<file path="config.mk">
export PLATFORM = sky130hd
export DESIGN_NAME = swd_transaction_master_unit_flat
export DESIGN_NICKNAME = d
export VERILOG_FILES = /design/src/sv/swdtm_pkg.sv /design/src/sv/swdtm_if.sv /design/src/sv/swd_transaction_master_unit.sv /design/src/sv/swdtm_in_stage.sv /design/src/sv/swdtm_engine.sv /design/src/sv/swdtm_out_stage.sv /design/src/flat_wrapper.sv
export SDC_FILE = /design/constraint.sdc
export NUM_CORES = 1
export LEC_CHECK = 0
export BUFFER_PORTS_ARGS = -buffer_cell sky130_fd_sc_hd__buf_2
export CORE_ASPECT_RATIO = 0.7
export CORE_MARGIN = 4
export CORE_UTILIZATION = 58
export CTS_CLUSTER_SIZE = 12
export DETAILED_ROUTE_END_ITERATION = 7
export GPL_ROUTABILITY_DRIVEN = 0
export GPL_TIMING_DRIVEN = 0
export PLACE_DENSITY = 0.8
export REMOVE_ABC_BUFFERS = 1
export SLEW_MARGIN = 15
export SYNTH_ARGS = -nofsm -noshare
export SYNTH_HDL_FRONTEND = slang
export SYNTH_HIERARCHICAL = 1
export SYNTH_SLANG_ARGS = --single-unit
export TNS_END_PERCENT = 100
</file>
<file path="constraint.sdc">
create_clock -name clk -period 6.2 [get_ports clk]
set_input_delay 1.24 -clock clk [delete_from_list [all_inputs] [get_ports clk]]
set_output_delay 1.24 -clock clk [all_outputs]
set_load 0.02 [all_outputs]
</file>
<file path="src/sv/swdtm_pkg.sv">
package swdtm_pkg;

  localparam logic [1:0] FUNC_TICK  = 2'd0;
  localparam logic [1:0] FUNC_XFER  = 2'd1;
  localparam logic [1:0] FUNC_LRST  = 2'd2;

  localparam logic [1:0] ST_OK      = 2'd0;
  localparam logic [1:0] ST_FAULT   = 2'd1;
  localparam logic [1:0] ST_INVALID = 2'd2;
  localparam logic [1:0] ST_PARITY  = 2'd3;

  localparam logic [2:0] ACK_OK     = 3'b001;
  localparam logic [2:0] ACK_WAIT   = 3'b010;
  localparam logic [2:0] ACK_FAULT  = 3'b100;

  localparam logic [7:0] CFG_RESET_HIGH_LEN = 8'd0;
  localparam logic [7:0] CFG_IDLE_LOW_LEN   = 8'd1;

  localparam logic [7:0] RESET_HIGH_LEN_DEF = 8'd100;
  localparam logic [7:0] IDLE_LOW_LEN_DEF   = 8'd20;

  localparam logic [15:0] SWITCH_SEQ = 16'hE79E;
  localparam logic [7:0]  SEQ_BITS   = 8'd16;
  localparam logic [7:0]  HDR_BITS   = 8'd8;
  localparam logic [7:0]  ACK_BITS   = 8'd3;
  localparam logic [7:0]  DATA_BITS  = 8'd32;

  typedef enum logic [3:0] {
    PH_IDLE    = 4'd0,
    PH_LR_HI1  = 4'd1,
    PH_LR_SEQ  = 4'd2,
    PH_LR_HI2  = 4'd3,
    PH_LR_LOW  = 4'd4,
    PH_HDR     = 4'd5,
    PH_TRN_A   = 4'd6,
    PH_ACK     = 4'd7,
    PH_ACK_TRN = 4'd8,
    PH_TRN_W   = 4'd9,
    PH_WDATA   = 4'd10,
    PH_RDATA   = 4'd11,
    PH_RTRN    = 4'd12,
    PH_RIDLE   = 4'd13
  } phase_t;

  typedef struct packed {
    logic [1:0]  func;
    logic        swdio_in;
    logic        read_not_write;
    logic        ap_not_dp;
    logic [1:0]  reg_addr;
    logic [31:0] write_data;
  } in_item_t;

  typedef struct packed {
    logic        swclk_pulse;
    logic        swdio_oe;
    logic        swdio_out;
    logic        busy_res;
    logic        done_res;
    logic [1:0]  status;
    logic [2:0]  ack_code;
    logic [31:0] read_data;
  } out_item_t;

  typedef struct packed {
    logic       en;
    logic [7:0] idx;
    logic [7:0] data;
  } cfg_wr_t;

  // request: {A[3:2], RnW, APnDP}
  function automatic logic hdr_bit(input logic [3:0] req, input logic [2:0] pos);
    logic b;
    case (pos)
      3'd0:    b = 1'b1;
      3'd5:    b = ^req;
      3'd6:    b = 1'b0;
      3'd7:    b = 1'b1;
      default: b = req[pos[1:0] - 2'd1];
    endcase
    return b;
  endfunction

endpackage

</file>
<file path="src/sv/swdtm_if.sv">
interface swdtm_in_if;
  logic        valid;
  logic        ready;
  logic [1:0]  func;
  logic        swdio_in;
  logic        read_not_write;
  logic        ap_not_dp;
  logic [1:0]  reg_addr;
  logic [31:0] write_data;

  modport source (output valid, func, swdio_in, read_not_write, ap_not_dp, reg_addr,
                  write_data, input ready);
  modport sink (input valid, func, swdio_in, read_not_write, ap_not_dp, reg_addr,
                write_data, output ready);
endinterface

interface swdtm_out_if;
  logic        valid;
  logic        ready;
  logic        swclk_pulse;
  logic        swdio_oe;
  logic        swdio_out;
  logic        busy_res;
  logic        done_res;
  logic [1:0]  status;
  logic [2:0]  ack_code;
  logic [31:0] read_data;

  modport source (output valid, swclk_pulse, swdio_oe, swdio_out, busy_res, done_res,
                  status, ack_code, read_data, input ready);
  modport sink (input valid, swclk_pulse, swdio_oe, swdio_out, busy_res, done_res,
                status, ack_code, read_data, output ready);
endinterface

interface swdtm_cfg_if;
  logic       valid;
  logic       ready;
  logic [7:0] reg_index;
  logic [7:0] wr_data;

  modport source (output valid, reg_index, wr_data, input ready);
  modport sink (input valid, reg_index, wr_data, output ready);
endinterface

</file>
<file path="src/sv/swd_transaction_master_unit.sv">
// Serial Wire Debug host bit engine. A start item (func 1) latches one DP/AP read or write,
// func 2 begins a line reset; each tick item (func 0) is one SWCLK period and returns one
// result with the pulse, drive enable and level for that period, plus busy, done, status,
// the last ack and, on the closing tick of a good read, the data word. Every input item
// yields exactly one result. Throughput is one item per clock while the output is not
// stalled: an input register feeds the state update and result logic, which loads an
// output register, and both sides may stall freely. Starts while busy and func 3 produce
// a result but change nothing. Configuration: register 0 sets the high run length of a
// line reset, register 1 the trailing idle-low length; write them only while idle.
module swd_transaction_master_unit (
  input  logic         clk,
  input  logic         rst_n,
  swdtm_in_if.sink     in_ch,
  swdtm_out_if.source  out_ch,
  swdtm_cfg_if.sink    cfg_ch
);
  import swdtm_pkg::*;

  in_item_t  in_item, eng_item;
  out_item_t eng_res, out_item;
  cfg_wr_t   cfg_wr;
  logic      eng_valid, step;

  assign in_item.func           = in_ch.func;
  assign in_item.swdio_in       = in_ch.swdio_in;
  assign in_item.read_not_write = in_ch.read_not_write;
  assign in_item.ap_not_dp      = in_ch.ap_not_dp;
  assign in_item.reg_addr       = in_ch.reg_addr;
  assign in_item.write_data     = in_ch.write_data;

  assign cfg_ch.ready = 1'b1;
  assign cfg_wr.en    = cfg_ch.valid;
  assign cfg_wr.idx   = cfg_ch.reg_index;
  assign cfg_wr.data  = cfg_ch.wr_data;

  swdtm_in_stage u_in (
    .clk      (clk),
    .rst_n    (rst_n),
    .up_valid (in_ch.valid),
    .up_ready (in_ch.ready),
    .up_item  (in_item),
    .dn_valid (eng_valid),
    .dn_take  (step),
    .dn_item  (eng_item)
  );

  swdtm_engine u_eng (
    .clk    (clk),
    .rst_n  (rst_n),
    .cfg_wr (cfg_wr),
    .step   (step),
    .item   (eng_item),
    .res    (eng_res)
  );

  swdtm_out_stage u_out (
    .clk      (clk),
    .rst_n    (rst_n),
    .up_valid (eng_valid),
    .up_take  (step),
    .up_item  (eng_res),
    .dn_valid (out_ch.valid),
    .dn_ready (out_ch.ready),
    .dn_item  (out_item)
  );

  assign out_ch.swclk_pulse = out_item.swclk_pulse;
  assign out_ch.swdio_oe    = out_item.swdio_oe;
  assign out_ch.swdio_out   = out_item.swdio_out;
  assign out_ch.busy_res    = out_item.busy_res;
  assign out_ch.done_res    = out_item.done_res;
  assign out_ch.status      = out_item.status;
  assign out_ch.ack_code    = out_item.ack_code;
  assign out_ch.read_data   = out_item.read_data;

  a_done_not_busy: assert property (@(posedge clk) disable iff (!rst_n)
    out_ch.valid && out_ch.done_res |-> !out_ch.busy_res)
    else $error("done with busy set");

  a_status_on_done: assert property (@(posedge clk) disable iff (!rst_n)
    out_ch.valid && (out_ch.status != ST_OK) |-> out_ch.done_res)
    else $error("error status without done");

  a_rdata_clean: assert property (@(posedge clk) disable iff (!rst_n)
    out_ch.valid && (out_ch.read_data != 32'd0) |-> out_ch.done_res && (out_ch.status == ST_OK))
    else $error("read data outside good completion");

  a_sample_pulsed: assert property (@(posedge clk) disable iff (!rst_n)
    out_ch.valid && !out_ch.swdio_oe |-> out_ch.swclk_pulse && !out_ch.swdio_out)
    else $error("sampling period without clock");

  a_step_fills_out: assert property (@(posedge clk) disable iff (!rst_n)
    step |=> out_ch.valid)
    else $error("result lost");

endmodule

</file>
<file path="src/sv/swdtm_in_stage.sv">
module swdtm_in_stage (
  input  logic               clk,
  input  logic               rst_n,
  input  logic               up_valid,
  output logic               up_ready,
  input  swdtm_pkg::in_item_t up_item,
  output logic               dn_valid,
  input  logic               dn_take,
  output swdtm_pkg::in_item_t dn_item
);
  import swdtm_pkg::*;

  logic     vld_r;
  in_item_t item_r;

  assign up_ready = !vld_r || dn_take;
  assign dn_valid = vld_r;
  assign dn_item  = item_r;

  always_ff @(posedge clk) begin
    if (!rst_n) begin
      vld_r <= 1'b0;
    end else if (up_ready) begin
      vld_r <= up_valid;
    end
  end

  always_ff @(posedge clk) begin
    if (up_ready && up_valid) begin
      item_r <= up_item;
    end
  end

endmodule

</file>
<file path="src/sv/swdtm_engine.sv">
module swdtm_engine (
  input  logic                 clk,
  input  logic                 rst_n,
  input  swdtm_pkg::cfg_wr_t   cfg_wr,
  input  logic                 step,
  input  swdtm_pkg::in_item_t  item,
  output swdtm_pkg::out_item_t res
);
  import swdtm_pkg::*;

  logic [7:0]  rhl_r, ill_r;
  phase_t      phase_r, phase_nxt;
  logic [7:0]  bc_r, bc_nxt;
  logic [31:0] ds_r, ds_nxt;
  logic        par_r, par_nxt;
  logic [3:0]  req_r, req_nxt;
  logic [2:0]  ack_r, ack_nxt;
  logic [2:0]  acc_r, acc_nxt;

  logic        is_start, is_tick;
  logic [7:0]  bc_inc;
  logic [2:0]  acc_new;
  logic        pulse, oe, dout, done;
  logic [1:0]  status;
  logic [31:0] rdata;

  assign is_start = (item.func == FUNC_XFER) || (item.func == FUNC_LRST);
  assign is_tick  = (item.func == FUNC_TICK) && (phase_r != PH_IDLE);
  assign bc_inc   = bc_r + 8'd1;
  assign acc_new  = acc_r | 3'((4'(item.swdio_in) << bc_r[1:0]));

  always_ff @(posedge clk) begin
    if (!rst_n) begin
      rhl_r <= RESET_HIGH_LEN_DEF;
      ill_r <= IDLE_LOW_LEN_DEF;
    end else if (cfg_wr.en) begin
      if (cfg_wr.idx == CFG_RESET_HIGH_LEN) begin
        rhl_r <= cfg_wr.data;
      end else if (cfg_wr.idx == CFG_IDLE_LOW_LEN) begin
        ill_r <= cfg_wr.data;
      end
    end
  end

  always_ff @(posedge clk) begin
    if (!rst_n) begin
      phase_r <= PH_IDLE;
      bc_r    <= '0;
      ds_r    <= '0;
      par_r   <= 1'b0;
      req_r   <= '0;
      ack_r   <= '0;
      acc_r   <= '0;
    end else if (step) begin
      phase_r <= phase_nxt;
      bc_r    <= bc_nxt;
      ds_r    <= ds_nxt;
      par_r   <= par_nxt;
      req_r   <= req_nxt;
      ack_r   <= ack_nxt;
      acc_r   <= acc_nxt;
    end
  end

  // next state
  always_comb begin
    phase_nxt = phase_r;
    bc_nxt    = bc_r;
    ds_nxt    = ds_r;
    par_nxt   = par_r;
    req_nxt   = req_r;
    ack_nxt   = ack_r;
    acc_nxt   = acc_r;
    if (is_start) begin
      if (phase_r == PH_IDLE) begin
        bc_nxt = '0;
        if (item.func == FUNC_XFER) begin
          req_nxt   = {item.reg_addr, item.read_not_write, item.ap_not_dp};
          ds_nxt    = item.read_not_write ? 32'd0 : item.write_data;
          par_nxt   = 1'b0;
          phase_nxt = PH_HDR;
        end else begin
          phase_nxt = (rhl_r == 8'd0) ? PH_LR_SEQ : PH_LR_HI1;
        end
      end
    end else if (is_tick) begin
      unique case (phase_r)
        PH_LR_HI1: begin
          bc_nxt = bc_inc;
          if (bc_inc >= rhl_r) begin
            phase_nxt = PH_LR_SEQ;
            bc_nxt    = '0;
          end
        end
        PH_LR_SEQ: begin
          bc_nxt = bc_inc;
          if (bc_inc >= SEQ_BITS) begin
            bc_nxt = '0;
            if (rhl_r != 8'd0) begin
              phase_nxt = PH_LR_HI2;
            end else begin
              phase_nxt = (ill_r == 8'd0) ? PH_IDLE : PH_LR_LOW;
            end
          end
        end
        PH_LR_HI2: begin
          bc_nxt = bc_inc;
          if (bc_inc >= rhl_r) begin
            bc_nxt    = '0;
            phase_nxt = (ill_r == 8'd0) ? PH_IDLE : PH_LR_LOW;
          end
        end
        PH_LR_LOW: begin
          bc_nxt = bc_inc;
          if (bc_inc >= ill_r) begin
            phase_nxt = PH_IDLE;
          end
        end
        PH_HDR: begin
          bc_nxt = bc_inc;
          if (bc_inc >= HDR_BITS) begin
            phase_nxt = PH_TRN_A;
            bc_nxt    = '0;
          end
        end
        PH_TRN_A: begin
          phase_nxt = PH_ACK;
          bc_nxt    = '0;
          acc_nxt   = '0;
        end
        PH_ACK: begin
          acc_nxt = acc_new;
          bc_nxt  = bc_inc;
          if (bc_inc >= ACK_BITS) begin
            ack_nxt = acc_new;
            bc_nxt  = '0;
            if (acc_new == ACK_OK) begin
              par_nxt   = 1'b0;
              phase_nxt = req_r[1] ? PH_RDATA : PH_TRN_W;
            end else begin
              phase_nxt = PH_ACK_TRN;
            end
          end
        end
        PH_ACK_TRN: begin
          if (ack_r == ACK_WAIT) begin
            phase_nxt = PH_HDR;
            bc_nxt    = '0;
          end else begin
            phase_nxt = PH_IDLE;
          end
        end
        PH_TRN_W: begin
          phase_nxt = PH_WDATA;
          bc_nxt    = '0;
          par_nxt   = 1'b0;
        end
        PH_WDATA: begin
          bc_nxt = bc_inc;
          if (bc_r < DATA_BITS) begin
            par_nxt = par_r ^ ds_r[bc_r[4:0]];
          end else if (bc_r != DATA_BITS) begin
            phase_nxt = PH_IDLE;
          end
        end
        PH_RDATA: begin
          if (bc_r < DATA_BITS) begin
            ds_nxt  = ds_r | (32'(item.swdio_in) << bc_r[4:0]);
            par_nxt = par_r ^ item.swdio_in;
            bc_nxt  = bc_inc;
          end else begin
            phase_nxt = (item.swdio_in != par_r) ? PH_IDLE : PH_RTRN;
          end
        end
        PH_RTRN:  phase_nxt = PH_RIDLE;
        PH_RIDLE: phase_nxt = PH_IDLE;
        default:  phase_nxt = PH_IDLE;
      endcase
    end
  end

  // outputs
  always_comb begin
    pulse  = 1'b0;
    oe     = 1'b1;
    dout   = 1'b0;
    done   = 1'b0;
    status = ST_OK;
    rdata  = '0;
    if (is_tick) begin
      pulse = 1'b1;
      unique case (phase_r)
        PH_LR_HI1: dout = 1'b1;
        PH_LR_SEQ: begin
          dout = SWITCH_SEQ[bc_r[3:0]];
          done = (bc_inc >= SEQ_BITS) && (rhl_r == 8'd0) && (ill_r == 8'd0);
        end
        PH_LR_HI2: begin
          dout = 1'b1;
          done = (bc_inc >= rhl_r) && (ill_r == 8'd0);
        end
        PH_LR_LOW: done = (bc_inc >= ill_r);
        PH_HDR:    dout = hdr_bit(req_r, bc_r[2:0]);
        PH_TRN_A:  oe = 1'b0;
        PH_ACK:    oe = 1'b0;
        PH_ACK_TRN: begin
          oe = 1'b0;
          if (ack_r != ACK_WAIT) begin
            done   = 1'b1;
            status = (ack_r == ACK_FAULT) ? ST_FAULT : ST_INVALID;
          end
        end
        PH_TRN_W:  oe = 1'b0;
        PH_WDATA: begin
          if (bc_r < DATA_BITS) begin
            dout = ds_r[bc_r[4:0]];
          end else if (bc_r == DATA_BITS) begin
            dout = par_r;
          end else begin
            done = 1'b1;
          end
        end
        PH_RDATA: begin
          oe = 1'b0;
          if ((bc_r >= DATA_BITS) && (item.swdio_in != par_r)) begin
            done   = 1'b1;
            status = ST_PARITY;
          end
        end
        PH_RTRN:  oe = 1'b0;
        PH_RIDLE: begin
          done  = 1'b1;
          rdata = ds_r;
        end
        default:  pulse = 1'b0;
      endcase
    end
  end

  assign res.swclk_pulse = pulse;
  assign res.swdio_oe    = oe;
  assign res.swdio_out   = oe & dout;
  assign res.busy_res    = (phase_nxt != PH_IDLE);
  assign res.done_res    = done;
  assign res.status      = status;
  assign res.ack_code    = ack_nxt;
  assign res.read_data   = rdata;

endmodule

</file>
<file path="src/sv/swdtm_out_stage.sv">
module swdtm_out_stage (
  input  logic                 clk,
  input  logic                 rst_n,
  input  logic                 up_valid,
  output logic                 up_take,
  input  swdtm_pkg::out_item_t up_item,
  output logic                 dn_valid,
  input  logic                 dn_ready,
  output swdtm_pkg::out_item_t dn_item
);
  import swdtm_pkg::*;

  logic      vld_r;
  out_item_t item_r;

  assign up_take  = up_valid && (!vld_r || dn_ready);
  assign dn_valid = vld_r;
  assign dn_item  = item_r;

  always_ff @(posedge clk) begin
    if (!rst_n) begin
      vld_r <= 1'b0;
    end else if (up_take) begin
      vld_r <= 1'b1;
    end else if (dn_ready) begin
      vld_r <= 1'b0;
    end
  end

  always_ff @(posedge clk) begin
    if (up_take) begin
      item_r <= up_item;
    end
  end

endmodule
</file>
<file path="src/flat_wrapper.sv">
// flat-port wrapper written by rule: the top's interface ports become plain ports
module swd_transaction_master_unit_flat import swdtm_pkg::*;
  (clk, rst_n, in_ch_valid, in_ch_func, in_ch_swdio_in, in_ch_read_not_write, in_ch_ap_not_dp, in_ch_reg_addr, in_ch_write_data, in_ch_ready, out_ch_valid, out_ch_swclk_pulse, out_ch_swdio_oe, out_ch_swdio_out, out_ch_busy_res, out_ch_done_res, out_ch_status, out_ch_ack_code, out_ch_read_data, out_ch_ready, cfg_ch_valid, cfg_ch_reg_index, cfg_ch_wr_data, cfg_ch_ready);
  swdtm_in_if in_ch_i ();
  swdtm_out_if out_ch_i ();
  swdtm_cfg_if cfg_ch_i ();
  input  logic clk;
  input  logic rst_n;
  input wire logic [$bits(in_ch_i.valid)-1:0] in_ch_valid;
  input wire logic [$bits(in_ch_i.func)-1:0] in_ch_func;
  input wire logic [$bits(in_ch_i.swdio_in)-1:0] in_ch_swdio_in;
  input wire logic [$bits(in_ch_i.read_not_write)-1:0] in_ch_read_not_write;
  input wire logic [$bits(in_ch_i.ap_not_dp)-1:0] in_ch_ap_not_dp;
  input wire logic [$bits(in_ch_i.reg_addr)-1:0] in_ch_reg_addr;
  input wire logic [$bits(in_ch_i.write_data)-1:0] in_ch_write_data;
  output wire logic [$bits(in_ch_i.ready)-1:0] in_ch_ready;
  output wire logic [$bits(out_ch_i.valid)-1:0] out_ch_valid;
  output wire logic [$bits(out_ch_i.swclk_pulse)-1:0] out_ch_swclk_pulse;
  output wire logic [$bits(out_ch_i.swdio_oe)-1:0] out_ch_swdio_oe;
  output wire logic [$bits(out_ch_i.swdio_out)-1:0] out_ch_swdio_out;
  output wire logic [$bits(out_ch_i.busy_res)-1:0] out_ch_busy_res;
  output wire logic [$bits(out_ch_i.done_res)-1:0] out_ch_done_res;
  output wire logic [$bits(out_ch_i.status)-1:0] out_ch_status;
  output wire logic [$bits(out_ch_i.ack_code)-1:0] out_ch_ack_code;
  output wire logic [$bits(out_ch_i.read_data)-1:0] out_ch_read_data;
  input wire logic [$bits(out_ch_i.ready)-1:0] out_ch_ready;
  input wire logic [$bits(cfg_ch_i.valid)-1:0] cfg_ch_valid;
  input wire logic [$bits(cfg_ch_i.reg_index)-1:0] cfg_ch_reg_index;
  input wire logic [$bits(cfg_ch_i.wr_data)-1:0] cfg_ch_wr_data;
  output wire logic [$bits(cfg_ch_i.ready)-1:0] cfg_ch_ready;
  assign in_ch_i.valid = in_ch_valid;
  assign in_ch_i.func = in_ch_func;
  assign in_ch_i.swdio_in = in_ch_swdio_in;
  assign in_ch_i.read_not_write = in_ch_read_not_write;
  assign in_ch_i.ap_not_dp = in_ch_ap_not_dp;
  assign in_ch_i.reg_addr = in_ch_reg_addr;
  assign in_ch_i.write_data = in_ch_write_data;
  assign in_ch_ready = in_ch_i.ready;
  assign out_ch_valid = out_ch_i.valid;
  assign out_ch_swclk_pulse = out_ch_i.swclk_pulse;
  assign out_ch_swdio_oe = out_ch_i.swdio_oe;
  assign out_ch_swdio_out = out_ch_i.swdio_out;
  assign out_ch_busy_res = out_ch_i.busy_res;
  assign out_ch_done_res = out_ch_i.done_res;
  assign out_ch_status = out_ch_i.status;
  assign out_ch_ack_code = out_ch_i.ack_code;
  assign out_ch_read_data = out_ch_i.read_data;
  assign out_ch_i.ready = out_ch_ready;
  assign cfg_ch_i.valid = cfg_ch_valid;
  assign cfg_ch_i.reg_index = cfg_ch_reg_index;
  assign cfg_ch_i.wr_data = cfg_ch_wr_data;
  assign cfg_ch_ready = cfg_ch_i.ready;
  swd_transaction_master_unit u_core (.clk(clk), .rst_n(rst_n), .in_ch(in_ch_i), .out_ch(out_ch_i), .cfg_ch(cfg_ch_i));
endmodule
</file>
==> implementation parameters <==
Parameter                              Value

Outcome
  Outcome    completed

Logic synthesis
  Most frequent cell after synthesis    sky130_fd_sc_hd__nor2_1
  YS warnings    6
  Combined area of all synthesized cells    8150 µm²
  Number of unique standard cell types used by synthesis    80
  Number of register bits inferred by synthesis    155
  Post-synthesis average cell area    9.48 µm²
  Synth cell count leaders    sky130_fd_sc_hd__nor2_1 (137), sky130_fd_sc_hd__a21oi_1 (81), sky130_fd_sc_hd__edfxtp_1 (81)
  Async set or reset register ratio after synthesis    0%
  Dominant cell type by area after synthesis    sky130_fd_sc_hd__edfxtp_1
  Gate Count Post-Synth    860
  Sequential fraction of the synthesis area    48.0%
  Share of Yosys cell area claimed by the top area cell type    29.8%
  Cell types occupying the most area after synthesis    sky130_fd_sc_hd__edfxtp_1 (30%), sky130_fd_sc_hd__dfxtp_1 (18%), sky130_fd_sc_hd__nor2_1 (6.3%), sky130_fd_sc_hd__a21oi_1 (5.0%), sky130_fd_sc_hd__ha_1 (3.4%)
  Count of flip-flops with a built-in enable after synthesis    81
  Primary flip-flop cell chosen by synthesis mapping    sky130_fd_sc_hd__edfxtp_1

Routing
  Routed wire length    20700 µm
  Routed len/inst    18.6 µm
  ANT nets after route    0
  Count of unresolved DRC violations after routing    0
  Number of vias per cell after detailed routing    6.28
  Routed vias    7021
  DRT Pass-1 Iters    6
  Iteration-0 DRC Markers    1000

Die
  Area of the core region    13400 µm²
  Die area    16000 µm²
  Vertical die dimension    107 µm
  Starting Density    60.6%
  Die width    150 µm
  Top-level port count    105
  Cell row count    35

Pwr
  Total power consumption of the routed design    0.00248 W
  Standby leakage power    3.76 nW
  Power share of the combinational group    10.2%
  Switching power as a share of total power    27.6%
  Peak ir drop on the vdd network    0.180 mV
  Cell Pwr Density    266 nW/µm²
  Switching component of the power    0.000685 W
  Internal power    0.00180 W
  Clock share of power    43.1%
  Sequential Power Share    46.7%

Placed design
  Area of placed instances    8700 µm²
  Pre-CTS setup slack    1180 ps
  DPL Wire Length    13600 µm
  Number of port buffers    103

Critical path
  Endpoint arrival time on the critical path    5480 ps
  Crit Path Category    reg -> reg
  Cells along the critical path    nand2_1, nor2_1, nor2b_1, or2_2, ha_1, a21oi_1, nand2_1, a21oi_1, a221oi_4, o21ai_0, o31a_1, o211ai_1, a21oi_1, ha_1, inv_1, a211oi_1, a21boi_0, nor4_2
  Peak fanout along the critical path    20
  Most common cell on crit path    sky130_fd_sc_hd__a21oi_1
  Crit path capture type    flip-flop
  Slowest CP cell    sky130_fd_sc_hd__dfxtp_1
  R2R Path Start    u_core/u_eng/bc_r[0]$_SDFFE_PN0P_
  Critical path startpoint category    flip-flop
  Required time at the worst-slack endpoint    6540 ps
  Start point of the critical path    u_core/u_eng/bc_r[0]$_SDFFE_PN0P_
  Slowest Stage Delay on Critical Path    1050 ps

STA
  Setup slack of the critical path after layout    1050 ps
  Total negative slack for setup checks    0 ps
  Fin. Hold Viols    0
  Headroom to the max-slew limit    27.2%
  Slew at the pin closest to its max-slew limit    1090 ps
  Number of setup violations in the final report    0
  Post-route fraction of the period consumed by the critical path    83.0%
  Post-route minimum period    5150 ps
  Max frequency    194 MHz
  Tightest hold margin    482 ps
  Final Slew Violations    0
  RSZ-0062 raised after global routing    false
  Final Skew    7.17 ps

CTS
  Number of buffers on the longest clock path    2
  Cell chosen for the clock root    sky130_fd_sc_hd__clkbuf_16
  Sink Count    155
  Clk Latency, worst-skew pair    420 ps
  Clock transition time at the flip-flop clock pins of the worst setup and hold paths    70 ps
  CTS tree    yes
  Resized cells post-CTS    0
  H-tree depth    4
  Post-CTS setup repair buffer count    0
  Number of buffers created by CTS    17
  Total of hold buffers inserted after clock tree synthesis    0

Global route
  Maximum number of pins on one net before global-route repair    63
  Vias in the first global route    6297
  Overall fraction of global-route tracks in use    25.7%
  Initial antenna violation count    2
  Total grt overflow    0
  Global-route wire length before repair    32700 µm

Finish
  Share of layout cells above drive strength 1    18.9%
  ANT cells    0
  Area added between synthesis and finish    14.5%
  Cell area after layout    9330 µm²
  Final-stage net count    1002

Min path
  Class of the tightest hold or removal check    reg -> reg
  Origin of the worst min-delay path    u_core/u_in/dn_item[34]$_DFFE_PP_

Flow run
  Max_cap viols    0
-- power groups by stage --
stage	combinational (W)	sequential [W]	clock, W
global placement	0.000235	0.00118	0
finish	0.000254	0.00116	0.00107
CTS	0.000248	0.00116	0.00108
detailed placement	0.000245	0.00118	0
floorplan	0.000144	0.00119	0
global route	0.000276	0.00116	0.00113
-- state kept, by name, summed over array words and instances (netlist names), 3 cells and up, named ones only --
register / count
u_core/u_out/dn_item: 42
u_core/u_eng/phase_r: 4
u_core/u_eng/req_r: 4
u_core/u_in/dn_item: 39
u_core/u_eng/ack_r: 3
u_core/u_eng/ill_r: 8
u_core/u_eng/acc_r: 3
u_core/u_eng/rhl_r: 8
u_core/u_eng/ds_r: 32
u_core/u_eng/bc_r: 8
-- kinds of logic after synthesis --
family          count (synthesis)  share of synthesized area [%]
compound gates                191                           15.2
xor+xnor                        8                          0.860
fa+ha+maj                      23                           3.50
buf+inv                       100                           5.17
flops                         155                           48.0
mux                            36                           6.14
other cells                     1                         0.0460
simple gates                  346                           21.0
-- placed cells by master (no fill, tap or decap), types with 20 or more instances in the layout --
master | Yosys | final
sky130_fd_sc_hd__o21ai_0 | 21 | 21
sky130_fd_sc_hd__a31oi_1 | 20 | 20
sky130_fd_sc_hd__inv_1 | 32 | 32
sky130_fd_sc_hd__a21oi_1 | 81 | 81
sky130_fd_sc_hd__mux2i_1 | 23 | 23
sky130_fd_sc_hd__ha_1 | 22 | 21
sky130_fd_sc_hd__nor2_1 | 137 | 136
sky130_fd_sc_hd__and3_1 | 41 | 41
sky130_fd_sc_hd__edfxtp_1 | 81 | 81
sky130_fd_sc_hd__buf_2 | 7 | 103
sky130_fd_sc_hd__nand2_1 | 41 | 41
sky130_fd_sc_hd__nor3_1 | 49 | 49
sky130_fd_sc_hd__dfxtp_1 | 74 | 74
-- per-stage QoR --
stage	instances	util, %
finish	1118	69.4
global placement	1082	64.0
global route	1118	69.4
detailed placement	1086	64.7
floorplan	794	-
CTS	1118	69.4
-- layer usage --
| layer | share of wire (%) | GRT usage, % | wire, µm | up-vias |
|---|---|---|---|---|
| met5 | 0.063 | 0 | 13 | - |
| met4 | 1.9 | 7.11 | 401 | 2 |
| met3 | 13 | 7.77 | 2590 | 44 |
| met2 | 41 | 35.5 | 8570 | 465 |
| met1 | 44 | 39.0 | 9160 | 3251 |
| li1 | - | - | - | 3259 |
-- final timing paths --
kind | end | slack (ps) | cells past startpoint
worst max-delay path | flip-flop | 1050 | 18
worst max register to register | flip-flop | 1050 | 18
worst min register to register | u_core/u_eng/req_r[0]$_SDFFE_PN0P_ | 480 | 2
worst min-delay path | u_core/u_eng/req_r[0]$_SDFFE_PN0P_ | 480 | 2
-- worst max-delay path, delay by kind of cell (launching register included) --
kind | cells | cell delay, ps
adder cells (fa/ha/maj) | 2 | 600
flip-flops | 1 | 1050
buffers and inverters | 1 | 60
AND/OR/NAND/NOR | 6 | 1250
AO/OA/AOI/OAI | 9 | 2110
-- final cells by class --
class,instances,area [µm²]
Inverter,34,129
Clock buffer,17,425
Clock inverter,15,195
Multi-Input combinational cell,605,3840
Sequential cell,155,3910
Fill cell,997,4110
Timing Repair Buffer,107,598
Tap cell,185,231
Power figures use the tool's default switching activity.
